`config.mk`:
```
export PLATFORM = sky130hd
export DESIGN_NAME = fern_ifs_point_generator_core
export DESIGN_NICKNAME = d
export VERILOG_FILES = /design/src/design/fern_ifs_pkg.sv /design/src/design/fern_ifs_affine.sv /design/src/design/fern_ifs_point_generator_core.sv
export VERILOG_INCLUDE_DIRS = /design/src /design/src/design
export SDC_FILE = /design/constraint.sdc
export NUM_CORES = 2
export LEC_CHECK = 0
export BUFFER_PORTS_ARGS = -buffer_cell sky130_fd_sc_hd__buf_2
export CAP_MARGIN = 20
export CORE_ASPECT_RATIO = 2
export CORE_UTILIZATION = 30
export DETAILED_ROUTE_END_ITERATION = 12
export PLACE_DENSITY = 0.46
export SLEW_MARGIN = 40
export SYNTH_ARGS = -nofsm -noshare
export SYNTH_HDL_FRONTEND = slang
export SYNTH_SLANG_ARGS = --single-unit
```
`constraint.sdc`:
```
create_clock -name clock -period 16.7 [get_ports clock]
set_input_delay 2.505 -clock clock [delete_from_list [all_inputs] [get_ports clock]]
set_output_delay 2.505 -clock clock [all_outputs]
set_load 0.03 [all_outputs]
```
`src/design/fern_ifs_point_generator_core_macros.svh`:
```
// Assertion macros for the fern point generator. Each macro checks on the rising edge of
// clock and is disabled while reset is high.
`ifndef FERN_IFS_POINT_GENERATOR_CORE_MACROS_SVH
`define FERN_IFS_POINT_GENERATOR_CORE_MACROS_SVH

`ifndef SYNTHESIS

`define FERN_ASSERT_ALWAYS(label, cond) \
   label: assert property (@(posedge clock) disable iff (reset) (cond)) \
      else $error("fern_ifs: invariant violated");

`define FERN_ASSERT_IMPLY(label, pre, post) \
   label: assert property (@(posedge clock) disable iff (reset) (pre) |-> (post)) \
      else $error("fern_ifs: implication violated");

`define FERN_ASSERT_NEXT(label, pre, post) \
   label: assert property (@(posedge clock) disable iff (reset) (pre) |=> (post)) \
      else $error("fern_ifs: next-cycle check violated");

`else

`define FERN_ASSERT_ALWAYS(label, cond)
`define FERN_ASSERT_IMPLY(label, pre, post)
`define FERN_ASSERT_NEXT(label, pre, post)

`endif

`endif

```
`src/design/fern_ifs_pkg.sv`:
```
`timescale 1ns / 1ps

package fern_ifs_pkg;

   typedef enum logic [1:0] {
      MAP_MAIN  = 2'd0,
      MAP_LEFT  = 2'd1,
      MAP_RIGHT = 2'd2,
      MAP_STEM  = 2'd3
   } map_type;

   typedef enum logic [2:0] {
      CSR_THRESHOLD_FIRST  = 3'd0,
      CSR_THRESHOLD_SECOND = 3'd1,
      CSR_THRESHOLD_THIRD  = 3'd2,
      CSR_START_X          = 3'd3,
      CSR_START_Y          = 3'd4
   } csr_index_type;

   localparam int COORD_W = 16;
   localparam int COEF_W  = 13;
   localparam int FRAC_SHIFT = 12;

   localparam logic [15:0] THRESHOLD_FIRST_RESET  = 16'd55706;
   localparam logic [15:0] THRESHOLD_SECOND_RESET = 16'd60293;
   localparam logic [15:0] THRESHOLD_THIRD_RESET  = 16'd63570;

   // Coefficients are Q.12 and offsets are Q4.11.
   localparam logic signed [COEF_W-1:0] COEF_085 = 13'sd3482;
   localparam logic signed [COEF_W-1:0] COEF_004 = 13'sd164;
   localparam logic signed [COEF_W-1:0] COEF_020 = 13'sd819;
   localparam logic signed [COEF_W-1:0] COEF_026 = 13'sd1065;
   localparam logic signed [COEF_W-1:0] COEF_023 = 13'sd942;
   localparam logic signed [COEF_W-1:0] COEF_022 = 13'sd901;
   localparam logic signed [COEF_W-1:0] COEF_015 = 13'sd614;
   localparam logic signed [COEF_W-1:0] COEF_028 = 13'sd1147;
   localparam logic signed [COEF_W-1:0] COEF_024 = 13'sd983;
   localparam logic signed [COEF_W-1:0] COEF_ZERO = 13'sd0;
   localparam logic signed [COORD_W-1:0] OFFS_160 = 16'sd3277;
   localparam logic signed [COORD_W-1:0] OFFS_044 = 16'sd901;
   localparam logic signed [COORD_W-1:0] OFFS_ZERO = 16'sd0;

   typedef struct packed {
      logic signed [COEF_W-1:0]  cxx;
      logic signed [COEF_W-1:0]  cxy;
      logic signed [COEF_W-1:0]  cyx;
      logic signed [COEF_W-1:0]  cyy;
      logic signed [COORD_W-1:0] offset_y;
   } coef_set_type;

   function automatic coef_set_type map_coefs(input map_type map_sel);
      coef_set_type c;
      case (map_sel)
         MAP_MAIN: begin
            c = '{cxx: COEF_085, cxy: COEF_ZERO, cyx: -COEF_004, cyy: COEF_085,
                  offset_y: OFFS_160};
         end
         MAP_LEFT: begin
            c = '{cxx: COEF_020, cxy: -COEF_026, cyx: COEF_023, cyy: COEF_022,
                  offset_y: OFFS_160};
         end
         MAP_RIGHT: begin
            c = '{cxx: -COEF_015, cxy: COEF_028, cyx: COEF_026, cyy: COEF_024,
                  offset_y: OFFS_044};
         end
         default: begin
            c = '{cxx: COEF_ZERO, cxy: COEF_ZERO, cyx: COEF_ZERO, cyy: COEF_026,
                  offset_y: OFFS_ZERO};
         end
      endcase
      return c;
   endfunction

   function automatic logic signed [COORD_W-1:0] sat_coord(input logic signed [18:0] v);
      logic signed [COORD_W-1:0] r;
      if (v > 19'sd32767) begin
         r = 16'sh7fff;
      end else if (v < -19'sd32768) begin
         r = 16'sh8000;
      end else begin
         r = v[COORD_W-1:0];
      end
      return r;
   endfunction

endpackage

```
`src/design/fern_ifs_affine.sv`:
```
`timescale 1ns / 1ps

module fern_ifs_affine import fern_ifs_pkg::*; (
   input  map_type                   map_sel,
   input  logic signed [COORD_W-1:0] x,
   input  logic signed [COORD_W-1:0] y,
   output logic signed [COORD_W-1:0] new_x,
   output logic signed [COORD_W-1:0] new_y
);

   coef_set_type       coefs;
   logic signed [28:0] prod_xx;
   logic signed [28:0] prod_xy;
   logic signed [28:0] prod_yx;
   logic signed [28:0] prod_yy;
   logic signed [29:0] sum_x;
   logic signed [29:0] sum_y;
   logic signed [18:0] pre_x;
   logic signed [18:0] pre_y;

   assign coefs = map_coefs(map_sel);

   assign prod_xx = x * coefs.cxx;
   assign prod_xy = y * coefs.cxy;
   assign prod_yx = x * coefs.cyx;
   assign prod_yy = y * coefs.cyy;

   assign sum_x = {prod_xx[28], prod_xx} + {prod_xy[28], prod_xy};
   assign sum_y = {prod_yx[28], prod_yx} + {prod_yy[28], prod_yy};

   // Dropping the low twelve bits of a two's complement value rounds toward minus infinity.
   assign pre_x = {sum_x[29], sum_x[29:FRAC_SHIFT]};
   assign pre_y = {sum_y[29], sum_y[29:FRAC_SHIFT]}
                + {{3{coefs.offset_y[COORD_W-1]}}, coefs.offset_y};

   assign new_x = sat_coord(pre_x);
   assign new_y = sat_coord(pre_y);

endmodule

```
`src/design/fern_ifs_point_generator_core.sv`:
```
`timescale 1ns / 1ps

// Fern attractor point generator. Each request transaction carries a 16-bit random value
// and a restart flag; the random value is compared against three thresholds to choose one
// of four affine maps, which is applied to the stored point (or to the start point when
// restart is set). The response transaction returns the new point in signed Q4.11 and the
// map index. The block takes one transaction per clock unless rsp_stall holds a response:
// map selection happens in the input register stage, and the multiply-add and saturation
// run between that stage and the result register, which also updates the stored point.
// Configuration registers are written through the csr port, which is always ready.

module fern_ifs_point_generator_core import fern_ifs_pkg::*; (
   input  logic                      clock,
   input  logic                      reset,

   input  logic                      req_valid,
   output logic                      req_stall,
   input  logic [15:0]               req_random_value,
   input  logic                      req_restart,

   output logic                      rsp_valid,
   input  logic                      rsp_stall,
   output logic signed [COORD_W-1:0] rsp_out_x,
   output logic signed [COORD_W-1:0] rsp_out_y,
   output logic [1:0]                rsp_map_used,

   input  logic                      csr_valid,
   output logic                      csr_ready,
   input  logic [2:0]                csr_index,
   input  logic [15:0]               csr_wdata
);

   logic [15:0]               threshold_first_ff, threshold_first_in;
   logic [15:0]               threshold_second_ff, threshold_second_in;
   logic [15:0]               threshold_third_ff, threshold_third_in;
   logic signed [COORD_W-1:0] start_x_ff, start_x_in;
   logic signed [COORD_W-1:0] start_y_ff, start_y_in;

   logic                      in_valid_ff, in_valid_in;
   map_type                   in_map_ff, in_map_in;
   logic                      in_restart_ff, in_restart_in;

   logic                      out_valid_ff, out_valid_in;
   logic signed [COORD_W-1:0] out_x_ff, out_x_in;
   logic signed [COORD_W-1:0] out_y_ff, out_y_in;
   map_type                   out_map_ff, out_map_in;

   logic signed [COORD_W-1:0] point_x_ff, point_x_in;
   logic signed [COORD_W-1:0] point_y_ff, point_y_in;

   logic                      req_accept;
   logic                      out_ready;
   logic                      fire;
   map_type                   sel_map;
   logic signed [COORD_W-1:0] cur_x;
   logic signed [COORD_W-1:0] cur_y;
   logic signed [COORD_W-1:0] next_x;
   logic signed [COORD_W-1:0] next_y;

   assign csr_ready = 1'b1;

   always_comb begin
      threshold_first_in  = threshold_first_ff;
      threshold_second_in = threshold_second_ff;
      threshold_third_in  = threshold_third_ff;
      start_x_in          = start_x_ff;
      start_y_in          = start_y_ff;
      if (csr_valid && csr_ready) begin
         case (csr_index)
            CSR_THRESHOLD_FIRST:  threshold_first_in  = csr_wdata;
            CSR_THRESHOLD_SECOND: threshold_second_in = csr_wdata;
            CSR_THRESHOLD_THIRD:  threshold_third_in  = csr_wdata;
            CSR_START_X:          start_x_in          = csr_wdata;
            CSR_START_Y:          start_y_in          = csr_wdata;
            default: ;
         endcase
      end
   end

   assign out_ready  = !out_valid_ff || !rsp_stall;
   assign fire       = in_valid_ff && out_ready;
   assign req_stall  = in_valid_ff && !out_ready;
   assign req_accept = req_valid && !req_stall;

   always_comb begin
      if (req_random_value < threshold_first_ff) begin
         sel_map = MAP_MAIN;
      end else if (req_random_value < threshold_second_ff) begin
         sel_map = MAP_LEFT;
      end else if (req_random_value < threshold_third_ff) begin
         sel_map = MAP_RIGHT;
      end else begin
         sel_map = MAP_STEM;
      end
   end

   always_comb begin
      in_map_in     = in_map_ff;
      in_restart_in = in_restart_ff;
      if (req_accept) begin
         in_valid_in   = 1'b1;
         in_map_in     = sel_map;
         in_restart_in = req_restart;
      end else if (fire) begin
         in_valid_in = 1'b0;
      end else begin
         in_valid_in = in_valid_ff;
      end
   end

   assign cur_x = in_restart_ff ? start_x_ff : point_x_ff;
   assign cur_y = in_restart_ff ? start_y_ff : point_y_ff;

   fern_ifs_affine u_affine (
      .map_sel (in_map_ff),
      .x       (cur_x),
      .y       (cur_y),
      .new_x   (next_x),
      .new_y   (next_y)
   );

   always_comb begin
      out_x_in   = out_x_ff;
      out_y_in   = out_y_ff;
      out_map_in = out_map_ff;
      point_x_in = point_x_ff;
      point_y_in = point_y_ff;
      if (fire) begin
         out_valid_in = 1'b1;
         out_x_in     = next_x;
         out_y_in     = next_y;
         out_map_in   = in_map_ff;
         point_x_in   = next_x;
         point_y_in   = next_y;
      end else begin
         out_valid_in = out_valid_ff && rsp_stall;
      end
   end

   always_ff @(posedge clock) begin
      if (reset) begin
         threshold_first_ff  <= THRESHOLD_FIRST_RESET;
         threshold_second_ff <= THRESHOLD_SECOND_RESET;
         threshold_third_ff  <= THRESHOLD_THIRD_RESET;
         start_x_ff          <= '0;
         start_y_ff          <= '0;
         in_valid_ff         <= 1'b0;
         out_valid_ff        <= 1'b0;
         point_x_ff          <= '0;
         point_y_ff          <= '0;
      end else begin
         threshold_first_ff  <= threshold_first_in;
         threshold_second_ff <= threshold_second_in;
         threshold_third_ff  <= threshold_third_in;
         start_x_ff          <= start_x_in;
         start_y_ff          <= start_y_in;
         in_valid_ff         <= in_valid_in;
         out_valid_ff        <= out_valid_in;
         point_x_ff          <= point_x_in;
         point_y_ff          <= point_y_in;
      end
   end

   always_ff @(posedge clock) begin
      in_map_ff     <= in_map_in;
      in_restart_ff <= in_restart_in;
      out_x_ff      <= out_x_in;
      out_y_ff      <= out_y_in;
      out_map_ff    <= out_map_in;
   end

   assign rsp_valid    = out_valid_ff;
   assign rsp_out_x    = out_x_ff;
   assign rsp_out_y    = out_y_ff;
   assign rsp_map_used = out_map_ff;

`include "fern_ifs_point_generator_core_macros.svh"

   `FERN_ASSERT_IMPLY(a_stem_zero_x, rsp_valid && (out_map_ff == MAP_STEM), rsp_out_x == '0)
   `FERN_ASSERT_IMPLY(a_point_is_rsp, rsp_valid, {point_x_ff, point_y_ff} == {out_x_ff, out_y_ff})
   `FERN_ASSERT_NEXT(a_pending_item_kept, in_valid_ff && !fire, in_valid_ff)
   `FERN_ASSERT_ALWAYS(a_no_accept_when_blocked, !(req_accept && in_valid_ff && !fire))

endmodule
```
==> metrics.txt <==
Worst-Margin Slew=0.896 ns; I/O pin total=78; Seq cells post-synth=151; commonest non-fill, non-tap cells in the layout=inv_1, fa_1, ha_1; top post-synthesis cells by area=fa_1, ha_1, inv_1, dfxtp_1, nand2_1; DRC errors left=0; H-tree lvl count=4; CP dominant cell by count=fa_1; CTS Buffer Depth=2; reg2reg setup slack=5.51 ns; Total GRT Usage=22.3%; pre-CTS WS=5.48 ns; crit path time final=11.19 ns; Area Growth Syn to Fin=8.50%; Hold Path Depth=2; Synth top area share=47.4%; drt via density=4.76; register area share after synthesis=9.57%; Setup Viol. Count Final=0; fmax=0.0894 GHz; per-cell routed wire length=24.4 µm; Fin. Hold Viols=0; Clk pin slew, worst setup/hold paths=0.07 ns; number of synthesized flops with an enable pin=37; footprint of the multi-input gates=0.0278 mm²; number of synthesis warnings=0; Die Wd=245 µm; slowest cell on the critical path=fa_1; port bufs=76; # Post-CTS Setup Buffers=0; Pre-antenna DRT Iters=7; DIE AREA=0.120 mm²; Mapped Avg Cell Area=9.70 µm²; maximum number of pins on one net before global-route repair=71; total wire length=128000 µm; Yosys top cell by area=fa_1; Filler cells=12400; post-CTS resize count=0; hold_ws=0.454 ns; crit path DAT=11.58 ns; period utilisation layout=67.0%; cells on worst reg2reg path=32; skew final=0.0258 ns; total core area=0.117 mm²; max-cap viol count=0; syn_nets=4867; first-pass GRT wire length=187000 µm; Final Slew Violations=0; reg-to-reg startpoint=in_restart_ff$_DFFE_PP_; Clock Sink Count=151; Setup crit end kind=flop; TNS Setup=0 ns; number of global-route vias before repair=28800; via count=25000; Worst path max stage delay=0.87 ns; fin nets=4915; Worst Hold Class=reg2reg; critical path peak fanout=34; unrepaired setup endpoints after global routing=no; status=finished clean; hpwl dp=114000 µm; worst reg2reg path endpoint=point_y_ff[10]$_SDFFE_PP0P_; row count=178; Slew HR=40.0%; delay-heaviest family, CP=adder cells; CTS tree=built; Netlist cell types=75; Root Buffer=clkbuf_16; Async SR Flop Fraction=0%; Setup WS post-layout=5.51 ns; number of routed nets with antenna violations=0; gpl congestion=0.958; Post-Synthesis Cells=3656; Worst Setup Start Kind=flop; Die Y=488 µm; number of buffers created by CTS=17; Worst Hold End=threshold_third_ff[9]$_SDFFE_PP0P_; Clk Latency, worst-skew pair=0.49 ns; CP bufs+invs=9; hold_buf cts=0; Overflow after GRT=0; Hold Startpoint=threshold_third_ff[9]$_SDFFE_PP0P_; CP Class=reg2reg; Initial Util=30.2%; Worst EP required=17.09 ns; register area=0.00339 mm²; commonest non-fill, non-tap cell in the layout=inv_1; layout cells sized above 1=5.92%; cell area after synthesis=0.0355 mm²; Detailed Route Iter0 Violations=1064; predominant post-synthesis flop cell=dfxtp_1; initial antenna violation count=3
-- worst max-delay path by stage --
| stage | from | endpoint | slack [ns] | cells past startpoint |
|---|---|---|---|---|
| after floorplan | in_restart_ff$_DFFE_PP_ | point_y_ff[10]$_SDFFE_PP0P_ | 6.75 | 38 |
| after global placement | in_restart_ff$_DFFE_PP_ | point_y_ff[11]$_SDFFE_PP0P_ | 5.55 | 31 |
| after detailed placement | in_restart_ff$_DFFE_PP_ | point_y_ff[7]$_SDFFE_PP0P_ | 5.48 | 31 |
| after CTS | in_restart_ff$_DFFE_PP_ | point_y_ff[10]$_SDFFE_PP0P_ | 5.48 | 31 |
| after global routing | in_restart_ff$_DFFE_PP_ | point_y_ff[10]$_SDFFE_PP0P_ | 4.98 | 33 |
| final | in_restart_ff$_DFFE_PP_ | point_y_ff[10]$_SDFFE_PP0P_ | 5.51 | 32 |
-- through the flow --
step / area [µm²] / utilization [%] / std cells
finish: 38500 / 32.8 / 5248
global route: 38500 / 32.8 / 5248
global placement: 37700 / 32.1 / 5212
detailed placement: 37800 / 32.2 / 5213
floorplan: 35500 / - / 3656
CTS: 38400 / 32.7 / 5245
-- synth_stat cells, drive strengths merged (4+ instances only) --
| cell | number |
|---|---|
| and4 | 6 |
| o21ai | 56 |
| nor3b | 4 |
| nor2b | 23 |
| o31ai | 4 |
| and2 | 17 |
| and3 | 12 |
| o21a | 11 |
| nor2 | 190 |
| nand3 | 16 |
| nand2b | 44 |
| a311oi | 15 |
| a211o | 20 |
| nand3b | 19 |
| edfxtp | 37 |
| a211oi | 9 |
| or4 | 4 |
| nor3 | 12 |
| xor2 | 24 |
| mux2i | 38 |
| a21o | 44 |
| a21boi | 5 |
| mux2 | 19 |
| o211ai | 5 |
| or3 | 23 |
| fa | 839 |
| dfxtp | 114 |
| a21oi | 112 |
| a31oi | 18 |
| xnor2 | 59 |
| o21bai | 5 |
| clkbuf | 84 |
| nand2 | 301 |
| ha | 331 |
| or2 | 18 |
| a2111oi | 4 |
| inv | 1060 |
| a221oi | 5 |
| nand4 | 14 |
| buf | 8 |
-- state kept, by name (all words and copies together), names as in the netlist --
signal / count
point_x_ff: 16
in_valid_ff: 1
threshold_second_ff: 16
start_y_ff: 16
threshold_third_ff: 16
start_x_ff: 16
rsp_valid: 1
in_map_ff: 2
threshold_first_ff: 16
point_y_ff: 16
rsp_out_x: 16
rsp_out_y: 16
in_restart_ff: 1
rsp_map_used: 2
-- per-layer routing --
metal / global-route usage, % / up-vias / wire length [µm]
li1: - / 11000 / -
met3: 1.66 / 402 / 3530
met4: 24.5 / 4 / 17200
met2: 43.9 / 781 / 72800
met1: 18.1 / 12800 / 34700
met5: 0 / - / 28
-- final cells by class --
class / instances / area share [%]
sequential: 151 / 8.82
timing repair buffer: 121 / 1.96
clock inverter: 14 / 0.550
antenna: 1 / 0.00650
inverter: 1061 / 10.4
tap: 1530 / 4.98
multi-input combinational: 2352 / 72.2
clock buffer: 18 / 1.14
-- worst reg2reg max path: cells and delay by family, from the launching register on --
family,cells,cell delay [ns]
adders and majority gates,9,4.52
and+or+nand+nor,7,2.04
AOI/OAI and AO/OA,6,1.92
buffers and inverters,9,1.83
muxes,1,0.46
DFF,1,0.33
-- cell families after synthesis --
group	synth area share [%]
xor gates and xnor gates	2.13
buffers and inverters	12.3
adders and majority gates	59.1
AOI/OAI and AO/OA	6.07
other	0.0106
DFF	9.57
and+or+nand+nor	9.18
muxes	1.70
Power is left out: the tool's default activity adds up to more than one toggle a clock period on the data nets, which glitch-free logic cannot reach.
